## src/gbai_pkg.sv

```systemverilog
// shared types and constants for the gyro bias calibration and angle integrator
`default_nettype none

package gbai_pkg;

    // number of calibration samples averaged into one bias value
    localparam int CAL_SAMPLES = 100;

    // reciprocal for the divide by CAL_SAMPLES, exact for magnitudes below 2^31
    localparam int CAL_SHIFT = 31 + $clog2(CAL_SAMPLES);
    localparam logic [63:0] CAL_MAGIC_WIDE =
        ((64'd1 << CAL_SHIFT) + 64'(CAL_SAMPLES) - 64'd1) / 64'(CAL_SAMPLES);
    localparam logic [31:0] CAL_MAGIC = CAL_MAGIC_WIDE[31:0];
    localparam logic [7:0] CAL_COUNT_END = 8'(CAL_SAMPLES);

    // angle limits
    localparam logic signed [47:0] ANGLE_MAX = {1'b0, {47{1'b1}}};
    localparam logic signed [47:0] ANGLE_MIN = {1'b1, {47{1'b0}}};

    // deadzone after reset
    localparam logic [15:0] DEADZONE_RESET = 16'd1000;

    // request kinds
    localparam logic REQ_CAL  = 1'b0;
    localparam logic REQ_MEAS = 1'b1;

    // one input item
    typedef struct packed {
        logic               req_type;
        logic signed [23:0] rate_z;
        logic [15:0]        elapsed_ms;
        logic               read_ok;
    } gbai_item_t;

    // calibration status toward the integrator and output
    typedef struct packed {
        logic               cal_done;
        logic signed [23:0] bias_cur;
        logic signed [23:0] bias_next;
    } gbai_cal_stat_t;

    // integrator results for one item
    typedef struct packed {
        logic signed [47:0] angle_next;
        logic signed [24:0] corrected_rate;
        logic               angle_saturated;
    } gbai_integ_stat_t;

endpackage

`default_nettype wire

```

## src/gbai_cal.sv

```systemverilog
// calibration sum, sample count and bias register
`default_nettype none

module gbai_cal
    import gbai_pkg::*;
(
    input  wire logic           clk,
    input  wire logic           rst_n,
    input  wire logic           fire,
    input  wire gbai_item_t     item,
    output gbai_cal_stat_t      stat
);

    logic signed [31:0] sum_reg;
    logic signed [31:0] sum_next;
    logic [7:0]         count_reg;
    logic [7:0]         count_next;
    logic signed [23:0] bias_reg;
    logic signed [23:0] bias_next;

    logic               cal_fire;
    logic signed [31:0] sum_new;
    logic [7:0]         count_new;
    logic               run_end;
    logic [31:0]        sum_neg;
    logic [30:0]        sum_mag;
    logic [63:0]        quot_prod;
    logic [63:0]        quot_shift;
    logic [24:0]        quot;
    logic [24:0]        quot_neg;
    logic signed [23:0] bias_new;

    // running sum and count for this sample
    always_comb
    begin
        cal_fire  = fire && (item.req_type == REQ_CAL);
        sum_new   = sum_reg + {{8{item.rate_z[23]}}, item.rate_z};
        count_new = count_reg + 8'd1;
        run_end   = cal_fire && (count_new >= CAL_COUNT_END);
    end

    // divide by sample count, truncated toward zero via magnitude
    always_comb
    begin
        sum_neg    = 32'd0 - sum_new;
        sum_mag    = sum_new[31] ? sum_neg[30:0] : sum_new[30:0];
        quot_prod  = 64'(sum_mag) * 64'(CAL_MAGIC);
        quot_shift = quot_prod >> CAL_SHIFT;
        quot       = quot_shift[24:0];
        quot_neg   = 25'd0 - quot;
        bias_new   = sum_new[31] ? quot_neg[23:0] : quot[23:0];
    end

    // next state
    always_comb
    begin
        sum_next   = sum_reg;
        count_next = count_reg;
        bias_next  = bias_reg;
        if (run_end)
        begin
            sum_next   = '0;
            count_next = '0;
            bias_next  = bias_new;
        end
        else if (cal_fire)
        begin
            sum_next   = sum_new;
            count_next = count_new;
        end
    end

    // state registers
    always_ff @(posedge clk or negedge rst_n)
    begin
        if (!rst_n)
        begin
            sum_reg   <= '0;
            count_reg <= '0;
            bias_reg  <= '0;
        end
        else
        begin
            sum_reg   <= sum_next;
            count_reg <= count_next;
            bias_reg  <= bias_next;
        end
    end

    assign stat.cal_done  = run_end;
    assign stat.bias_cur  = bias_reg;
    assign stat.bias_next = bias_next;

endmodule

`default_nettype wire

```

## src/gbai_integ.sv

```systemverilog
// bias correction, deadzone and saturating angle accumulator
`default_nettype none

module gbai_integ
    import gbai_pkg::*;
(
    input  wire logic           clk,
    input  wire logic           rst_n,
    input  wire logic           fire,
    input  wire gbai_item_t     item,
    input  wire gbai_cal_stat_t cal,
    input  wire logic [15:0]    deadzone,
    output gbai_integ_stat_t    stat
);

    logic signed [47:0] angle_reg;
    logic signed [47:0] angle_next;

    logic               use_item;
    logic signed [24:0] corr_raw;
    logic signed [25:0] corr_wide;
    logic signed [25:0] dz_wide;
    logic               in_band;
    logic signed [24:0] corr_sel;
    logic signed [16:0] ms_wide;
    logic signed [41:0] step_prod;
    logic signed [49:0] angle_sum;
    logic               overflow;
    logic signed [47:0] angle_clip;

    // corrected rate with deadzone
    always_comb
    begin
        use_item  = (item.req_type == REQ_MEAS) && item.read_ok;
        corr_raw  = {item.rate_z[23], item.rate_z} - {cal.bias_cur[23], cal.bias_cur};
        corr_wide = {corr_raw[24], corr_raw};
        dz_wide   = {10'd0, deadzone};
        in_band   = (corr_wide > -dz_wide) && (corr_wide < dz_wide);
        corr_sel  = (use_item && !in_band) ? corr_raw : 25'sd0;
    end

    // rate times step, added and clipped
    always_comb
    begin
        ms_wide    = {1'b0, item.elapsed_ms};
        step_prod  = corr_sel * ms_wide;
        angle_sum  = {{2{angle_reg[47]}}, angle_reg} + {{8{step_prod[41]}}, step_prod};
        overflow   = (angle_sum[49] != angle_sum[48]) || (angle_sum[48] != angle_sum[47]);
        angle_clip = overflow ? (angle_sum[49] ? ANGLE_MIN : ANGLE_MAX) : angle_sum[47:0];
    end

    // next angle
    always_comb
    begin
        angle_next = angle_reg;
        if (fire)
        begin
            if (cal.cal_done)
            begin
                angle_next = '0;
            end
            else if (use_item)
            begin
                angle_next = angle_clip;
            end
        end
    end

    // angle register
    always_ff @(posedge clk or negedge rst_n)
    begin
        if (!rst_n)
        begin
            angle_reg <= '0;
        end
        else
        begin
            angle_reg <= angle_next;
        end
    end

    assign stat.angle_next      = angle_next;
    assign stat.corrected_rate  = corr_sel;
    assign stat.angle_saturated = use_item && overflow;

endmodule

`default_nettype wire

```

## src/gyro_bias_cal_angle_integrator_top.sv

```systemverilog
// top level: input register, calibration and integrator, result register
//
// channel   dir  handshake              payload
// s_*       in   s_tvalid / s_tready    tuser: req_type; tdata: rate_z, elapsed_ms, read_ok
// m_*       out  m_tvalid / m_tready    tuser: cal_done, angle_saturated;
//                                       tdata: angle_udeg, bias_mdps, corrected_rate
// cfg_*     in   cfg_we                 deadzone_mdps
//
// one item per cycle sustained while the result side is not stalled; an item waits in the
// input register, moves to the result register and leaves it on an m_tready handshake.
// the bias/angle update of each item is a combinational multiply-accumulate, so the
// next item sees the state of this one without a gap.
// reset clears the calibration state, angle, bias and valid flags; deadzone goes to 1000.
// an output stall holds the result; the input register takes one item, then s_tready drops.
`default_nettype none

module gyro_bias_cal_angle_integrator_top
    import gbai_pkg::*;
(
    input  wire logic           clk,
    input  wire logic           rst_n,
    // input items
    input  wire logic           s_tvalid,
    output logic                s_tready,
    input  wire logic [47:0]    s_tdata,   // rate_z[23:0], elapsed_ms[39:24], read_ok[40]
    input  wire logic           s_tuser,   // req_type
    // result items
    output logic                m_tvalid,
    input  wire logic           m_tready,
    output logic [103:0]        m_tdata,   // angle_udeg[47:0], bias_mdps[71:48],
                                           // corrected_rate[96:72]
    output logic [1:0]          m_tuser,   // cal_done[0], angle_saturated[1]
    // configuration
    input  wire logic           cfg_we,
    input  wire logic [15:0]    cfg_wdata
);

    logic             in_valid_reg;
    logic             in_valid_next;
    gbai_item_t       item_reg;
    logic             out_valid_reg;
    logic             out_valid_next;
    logic [103:0]     out_data_reg;
    logic [1:0]       out_user_reg;
    logic [15:0]      deadzone_reg;

    logic             s_fire;
    logic             advance;
    gbai_item_t       item_in;
    gbai_cal_stat_t   cal_stat;
    gbai_integ_stat_t integ_stat;

    // handshake
    always_comb
    begin
        advance        = in_valid_reg && (!out_valid_reg || m_tready);
        s_tready       = !in_valid_reg || advance;
        s_fire         = s_tvalid && s_tready;
        in_valid_next  = s_fire ? 1'b1 : (advance ? 1'b0 : in_valid_reg);
        out_valid_next = advance ? 1'b1 : (m_tready ? 1'b0 : out_valid_reg);
    end

    // unpack input item
    always_comb
    begin
        item_in.req_type   = s_tuser;
        item_in.rate_z     = s_tdata[23:0];
        item_in.elapsed_ms = s_tdata[39:24];
        item_in.read_ok    = s_tdata[40];
    end

    // valid flags and deadzone register
    always_ff @(posedge clk or negedge rst_n)
    begin
        if (!rst_n)
        begin
            in_valid_reg  <= 1'b0;
            out_valid_reg <= 1'b0;
            deadzone_reg  <= DEADZONE_RESET;
        end
        else
        begin
            in_valid_reg  <= in_valid_next;
            out_valid_reg <= out_valid_next;
            if (cfg_we)
            begin
                deadzone_reg <= cfg_wdata;
            end
        end
    end

    // input payload register
    always_ff @(posedge clk)
    begin
        if (s_fire)
        begin
            item_reg <= item_in;
        end
    end

    gbai_cal u_cal (
        .clk   (clk),
        .rst_n (rst_n),
        .fire  (advance),
        .item  (item_reg),
        .stat  (cal_stat)
    );

    gbai_integ u_integ (
        .clk      (clk),
        .rst_n    (rst_n),
        .fire     (advance),
        .item     (item_reg),
        .cal      (cal_stat),
        .deadzone (deadzone_reg),
        .stat     (integ_stat)
    );

    // result payload register
    always_ff @(posedge clk)
    begin
        if (advance)
        begin
            out_data_reg <= {7'd0, integ_stat.corrected_rate, cal_stat.bias_next,
                             integ_stat.angle_next};
            out_user_reg <= {integ_stat.angle_saturated, cal_stat.cal_done};
        end
    end

    assign m_tvalid = out_valid_reg;
    assign m_tdata  = out_data_reg;
    assign m_tuser  = out_user_reg;

    // a finished calibration run leaves the angle at zero
    a_cal_clears_angle: assert property (@(posedge clk) disable iff (!rst_n)
        (m_tvalid && m_tuser[0]) |-> (m_tdata[47:0] == 48'd0))
        else $error("angle not cleared on calibration done");

    // calibration items never integrate a rate
    a_cal_no_rate: assert property (@(posedge clk) disable iff (!rst_n)
        (m_tvalid && m_tuser[0]) |-> (m_tdata[96:72] == 25'd0 && !m_tuser[1]))
        else $error("calibration item carries rate or saturation");

    // saturation only with a nonzero integrated rate
    a_sat_needs_rate: assert property (@(posedge clk) disable iff (!rst_n)
        (m_tvalid && m_tuser[1]) |-> (m_tdata[96:72] != 25'd0))
        else $error("saturation flagged with zero rate");

    // an item moving to the output always finds the result register free or draining
    a_no_overwrite: assert property (@(posedge clk) disable iff (!rst_n)
        (m_tvalid && !m_tready) |=> (m_tvalid && $stable(m_tdata) && $stable(m_tuser)))
        else $error("stalled result overwritten");

endmodule

`default_nettype wire

```

## config.mk

```make
export PLATFORM = sky130hd
export DESIGN_NAME = gyro_bias_cal_angle_integrator_top
export DESIGN_NICKNAME = d
export VERILOG_FILES = /design/src/gbai_pkg.sv /design/src/gbai_cal.sv /design/src/gbai_integ.sv /design/src/gyro_bias_cal_angle_integrator_top.sv
export SDC_FILE = /design/constraint.sdc
export NUM_CORES = 2
export LEC_CHECK = 0
export BUFFER_PORTS_ARGS = -buffer_cell sky130_fd_sc_hd__buf_2
export CAP_MARGIN = 15
export CORE_MARGIN = 2
export CORE_UTILIZATION = 50
export DETAILED_ROUTE_END_ITERATION = 7
export PLACE_DENSITY = 0.67
export SLEW_MARGIN = 20
export SYNTH_ARGS = -nofsm -noshare
export SYNTH_HDL_FRONTEND = slang
export SYNTH_SLANG_ARGS = --single-unit
```

## constraint.sdc

```tcl
create_clock -name clk -period 14.45 [get_ports clk]
set_input_delay 0 -clock clk [delete_from_list [all_inputs] [get_ports clk]]
set_output_delay 0 -clock clk [all_outputs]
set_load 0.01 [all_outputs]
```

== Word level (Yosys, flattened, before mapping) ==
Cells that the tools add are included.

* Register bits after elaboration: 271
* Bits in latches: 0
* RAM bits: 0
* Memory bits (read-only): 0
* Bits of input ports: 70
* Output and inout port bits: 108
* Memories kept: 0

* Add/subtract/negate cells: 7
* $mul: 2
* Div/mod/pow operators: 0
* Order comparisons: 3
* Equality and inequality tests: 2
* Shift-type cells: 0
* Mux-type cells: 17
* Bitwise operators: 1
* Reductions and logical operators: 17

{| class="wikitable"
|+ Operators by type and width
! operator !! count
|-
| 48-bit two-way mux || 5
|-
| 32-bit two-way mux || 2
|-
| 31-bit by 31-bit multiplier with 61-bit output (second input constant) || 1
|-
| 48-bit by 42-bit adder with 49-bit output || 1
|-
| 24-bit two-way mux || 2
|-
| 25-bit by 17-bit multiplier with 42-bit output || 1
|-
| 32-bit adder || 1
|-
| 31-bit two-way mux || 1
|-
| 1-bit by 31-bit subtractor with 31-bit output (first input constant) || 1
|-
| 25-bit by 26-bit > comparator with 1-bit output || 1
|-
| 16-bit negation with 26-bit output || 1
|-
| 25-bit by 17-bit < comparator with 1-bit output || 1
|-
| 25-bit two-way mux || 1
|-
| 24-bit by 24-bit subtractor with 25-bit output || 1
|-
| 1-bit by 24-bit subtractor with 24-bit output (first input constant) || 1
|-
| 8-bit two-way mux || 2
|-
| 8-bit by 1-bit adder with 8-bit output (second input constant) || 1
|-
| 8-bit by 7-bit greater-or-equal comparator with 1-bit output (second input constant) || 1
|-
| 1-bit logical AND || 8
|-
| 2-bit nonzero test || 3
|-
| 1-bit two-way mux || 4
|-
| 1-bit logical NOT || 3
|-
| 1-bit logical OR || 3
|-
| 1-bit inequality test || 2
|-
| 1-bit NOT || 1
|}

== Depth between registers and ports, before layout ==
* Word-level depth: 14
* Mapped depth: 54

== Hierarchy ==
Synthesis repeated with hierarchy kept, for this count alone.

* Cells, all modules: 5,433
* Area total of the unflattened synthesis: 50,816.2 µm²

{| class="wikitable"
|+ By module, submodules not included
! module !! instances !! cells an instance !! area each (µm²) !! sequential area each (µm²)
|-
| gbai_integ || 1 || 2,675 || 22,930.7 || 1,201.2
|-
| gbai_cal || 1 || 2,567 || 22,849.4 || 1,601.5
|-
| gyro_bias_cal_angle_integrator_top || 1 || 191 || 5,036.1 || 4,692.0
|}

== Worst setup path before layout ==
No wires, ideal clock.

* Path kind: reg-to-reg
* From: reg item_reg[17] (netlist bit)
* To: reg out_data_reg[10] (netlist: m_tdata[10]), data pin
* Library setup time: 0.284 ns
* Arrival time: 12.639 ns
* Slack: 1.527 ns
* Stages on the path, launching flop included: 45
* Buffers on the path: 5
* Clock period less this slack: 12.923 ns
* Path through: edfxtp_1 > inv_1 > ha_1 > inv_1 > fa_1 > a21o_1 > a21oi_1 > o21ai_0 > a21oi_2 > nor3b_1 > o211a_1 > o21a_1 > or2_2 > xnor2_1 > clkbuf_1 > ha_1 > and4_1 > and3_1 > [... 9 more ...] > fa_1 > inv_1 > fa_1 > inv_1 > ha_1 > a21oi_1 > o21ai_0 > a21o_1 > a21oi_1 > o21bai_1 > a221o_1 > a31oi_1 > o31ai_1 > or3_1 > and2_0 > o31ai_1 > clkbuf_1 > a221oi_1

{| class="wikitable"
|+ RTL lines
! item !! RTL line !! RTL
|-
| start: declaration || gyro_bias_cal_angle_integrator_top.sv:40 || <nowiki>gbai_item_t item_reg;</nowiki>
|-
| start signal: assignment || gyro_bias_cal_angle_integrator_top.sv:97 || <nowiki>item_reg <= item_in;</nowiki>
|-
| end signal: assignment || gyro_bias_cal_angle_integrator_top.sv:124 || <nowiki>out_data_reg <= {7'd0, integ_stat.corrected_rate, cal_stat.bias_next,</nowiki>
|-
| end: declaration || gyro_bias_cal_angle_integrator_top.sv:43 || <nowiki>logic [103:0] out_data_reg;</nowiki>
|}

==> results.sh <==
export IMPL_run_status="finished, final reports clean"
export IMPL_setup_ws_ps=706
export IMPL_yosysWarnings=0
export IMPL_drt_iter0_drc=3420
export IMPL_use_met2_pct=47.1
export IMPL_yosys_area_top_type_share_pct=33.9
export IMPL_finalSetupViolations=0
export IMPL_h_tree_depth=2
export IMPL_synthTopCellsByArea="fa_1 (34%), ha_1 (15%), inv_1 (8.9%), edfxtp_1 (8.4%), dfrtp_1 (6.1%)"
export IMPL_row_count=116
export IMPL_fin_skew_ps=26.3
export IMPL_nFillCells=8938
export IMPL_cp_required_ps=14730
export IMPL_setup_worst_path_start="item_reg[17]"
export IMPL_slew_headroom_pct=21.9
export IMPL_antenna_found_initial=3
export IMPL_tritoncts="built"
export IMPL_synth_edf_count=141
export IMPL_hold_ws_ps=33.3
export IMPL_place_ws_ps=821
export IMPL_synth_top_cell_by_area="fa_1"
export IMPL_finalMaxSlewViolations=0
export IMPL_ant_nets=0
export IMPL_synth_area_per_cell_um2=9.43
export IMPL_layout_cells_non_filler=6859
export IMPL_finalCritPeriodShare_pct=95.1
export IMPL_gr_usage_met3_pct=4.46
export IMPL_place_congestion=0.958
export IMPL_busiest_layer="met2"
export IMPL_rrSetupSlack_ps=710
export IMPL_dp_cells=6700
export IMPL_root_buffer="clkbuf_16"
export IMPL_fmax_mhz=72.8
export IMPL_clk_pin_slew_ps=70
export IMPL_critical_path_class="reg -> reg"
export IMPL_reg2reg_to="m_tdata[13]"
export IMPL_maxCapViolCount=0
export IMPL_grt_pass1_vias=40600
export IMPL_largest_reg_flops=97
export IMPL_synth_seq_cells=271
export IMPL_critPathMaxStageDelay_ps=550
export IMPL_tns_ps=0
export IMPL_grt_usage_pct=29.2
export IMPL_grt_pass1_wl_um=233000
export IMPL_finalNetCount=7053
export IMPL_worstPathArrival_ps=14020
export IMPL_firstDrtPassIters=5
export IMPL_ioPinCount=178
export IMPL_drc=0
export IMPL_final_min_clock_period_ps=13740
export IMPL_yosysSeqAreaShare_pct=14.8
export IMPL_cp_max_fo=70
export IMPL_synth_cell_types=90
export IMPL_yosysMostFrequentCell="inv_1"
export IMPL_yosys_most_used_dff="edfxtp_1"
export IMPL_netlist_area_um2=50500
export IMPL_wire_per_inst_um=21.5
export IMPL_vias=39300
export IMPL_timing_critical_path_mode_cell="fa_1"
export IMPL_die_height_um=322
export IMPL_netlist_instances=5355
export IMPL_syn_to_final_growth_pct=9.74
export IMPL_die_width_um=322
export IMPL_hp_class="in -> async"
export IMPL_core_area_um2=100000
export IMPL_clkSinkCount=271
export IMPL_grt_max_degree=126
export IMPL_met1_usage_pct=40.6
export IMPL_dp_hpwl_um=119000
export IMPL_clock_latency_ps=570
export IMPL_worst_r2r_path_depth=45
export IMPL_layout_drive_gt1_share_pct=7.50
export IMPL_cp_start_kind="flip-flop"
export IMPL_grt_ovfl_total=0
export IMPL_clockBufferDepth=3
export IMPL_routed_wl_um=148000
export IMPL_hold_violations=0
export IMPL_yosys_top_cells_count="inv_1 (1204), fa_1 (856), ha_1 (593)"
export IMPL_die_area_um2=104000
export IMPL_crit_path_top_delay_cell="fa_1"
export IMPL_numCtsBuffers=34
export IMPL_cp_end_kind="flip-flop"
export IMPL_start_util_pct=50.4
export IMPL_worst_pin_slew_ps=1170
export IMPL_post_cts_resize_count=0
export IMPL_rr_startpoint="item_reg[17]"
export IMPL_port_buffers=163
export IMPL_endpoint="m_tdata[13]"
export IMPL_vias_per_cell=5.74
export IMPL_synth_async_reset_ratio_pct=48.0
## logic make-up after synthesis
| kind of cell | share of synthesized area, % |
|---|---|
| buffers and inverters | 10.9 |
| XOR/XNOR | 3.12 |
| other | 0.00742 |
| AND/OR/NAND/NOR | 8.07 |
| flip-flops | 14.8 |
| AO/OA/AOI/OAI | 14.3 |
| multiplexers | 0.102 |
| adder cells (fa/ha/maj) | 48.7 |
## cells in the final DEF (no fill, tap or decap), drive strengths merged, types with 141 or more instances in the layout
| cell type | Yosys | routed |
|---|---|---|
| fa | 856 | 856 |
| o21ai | 172 | 172 |
| nor2 | 145 | 145 |
| buf | 65 | 288 |
| a21oi | 392 | 392 |
| ha | 593 | 593 |
| nand2 | 417 | 417 |
| o211ai | 201 | 201 |
| edfxtp | 141 | 141 |
| inv | 1204 | 1212 |
## stage by stage
stage | area, um2 | util (%)
2_1_floorplan | 50500 | -
3_3_place_gp | 53200 | 53.2
3_5_place_dp | 53200 | 53.2
4_1_cts | 55400 | 55.3
5_1_grt | 55400 | 55.4
6_report | 55400 | 55.4
## cell type report
type / count / area (um2) / area share, %
multi-input combinational: 3642 / 37800 / 68.2
sequential: 271 / 7490 / 13.5
inverter: 1205 / 4530 / 8.16
timing repair buffer: 380 / 2810 / 5.07
tap: 1298 / 1620 / 2.93
clock buffer: 39 / 901 / 1.63
clock inverter: 23 / 280 / 0.506
antenna: 1 / 2.50 / 0.00451
## metal layers
layer | vias to the layer above | wire, um
met4 | 4 | 4990
met3 | 229 | 10900
met5 | - | 28
met1 | 19800 | 63100
li1 | 17800 | -
met2 | 1478 | 68500
## critical path, delay by kind of cell (launching register included)
family / cells / cell delay [ps]
flip-flops: 1 / 410
buffers and inverters: 9 / 1390
adder cells (fa/ha/maj): 10 / 3940
AO/OA/AOI/OAI: 20 / 6010
AND/OR/NAND/NOR: 5 / 1460
XOR/XNOR: 1 / 160
## worst min-delay path by stage
stage           from                to  slack, ps
6_report       rst_n  deadzone_reg[12]         30
3_5_place_dp   rst_n  deadzone_reg[10]         80
2_1_floorplan  rst_n   deadzone_reg[0]       -300
4_1_cts        rst_n  deadzone_reg[12]         60
3_3_place_gp   rst_n  deadzone_reg[12]         80
5_1_grt        rst_n  deadzone_reg[12]         90
## timing repair
action,CTS,global route
endpoints found under the hold margin,129,0
hold buffers,92,0
endpoints found under the setup margin,0,34
setup buffers,0,2
Power is not shown: default switching activity piles up to over one toggle a cycle in this logic, so the estimate is an artifact.
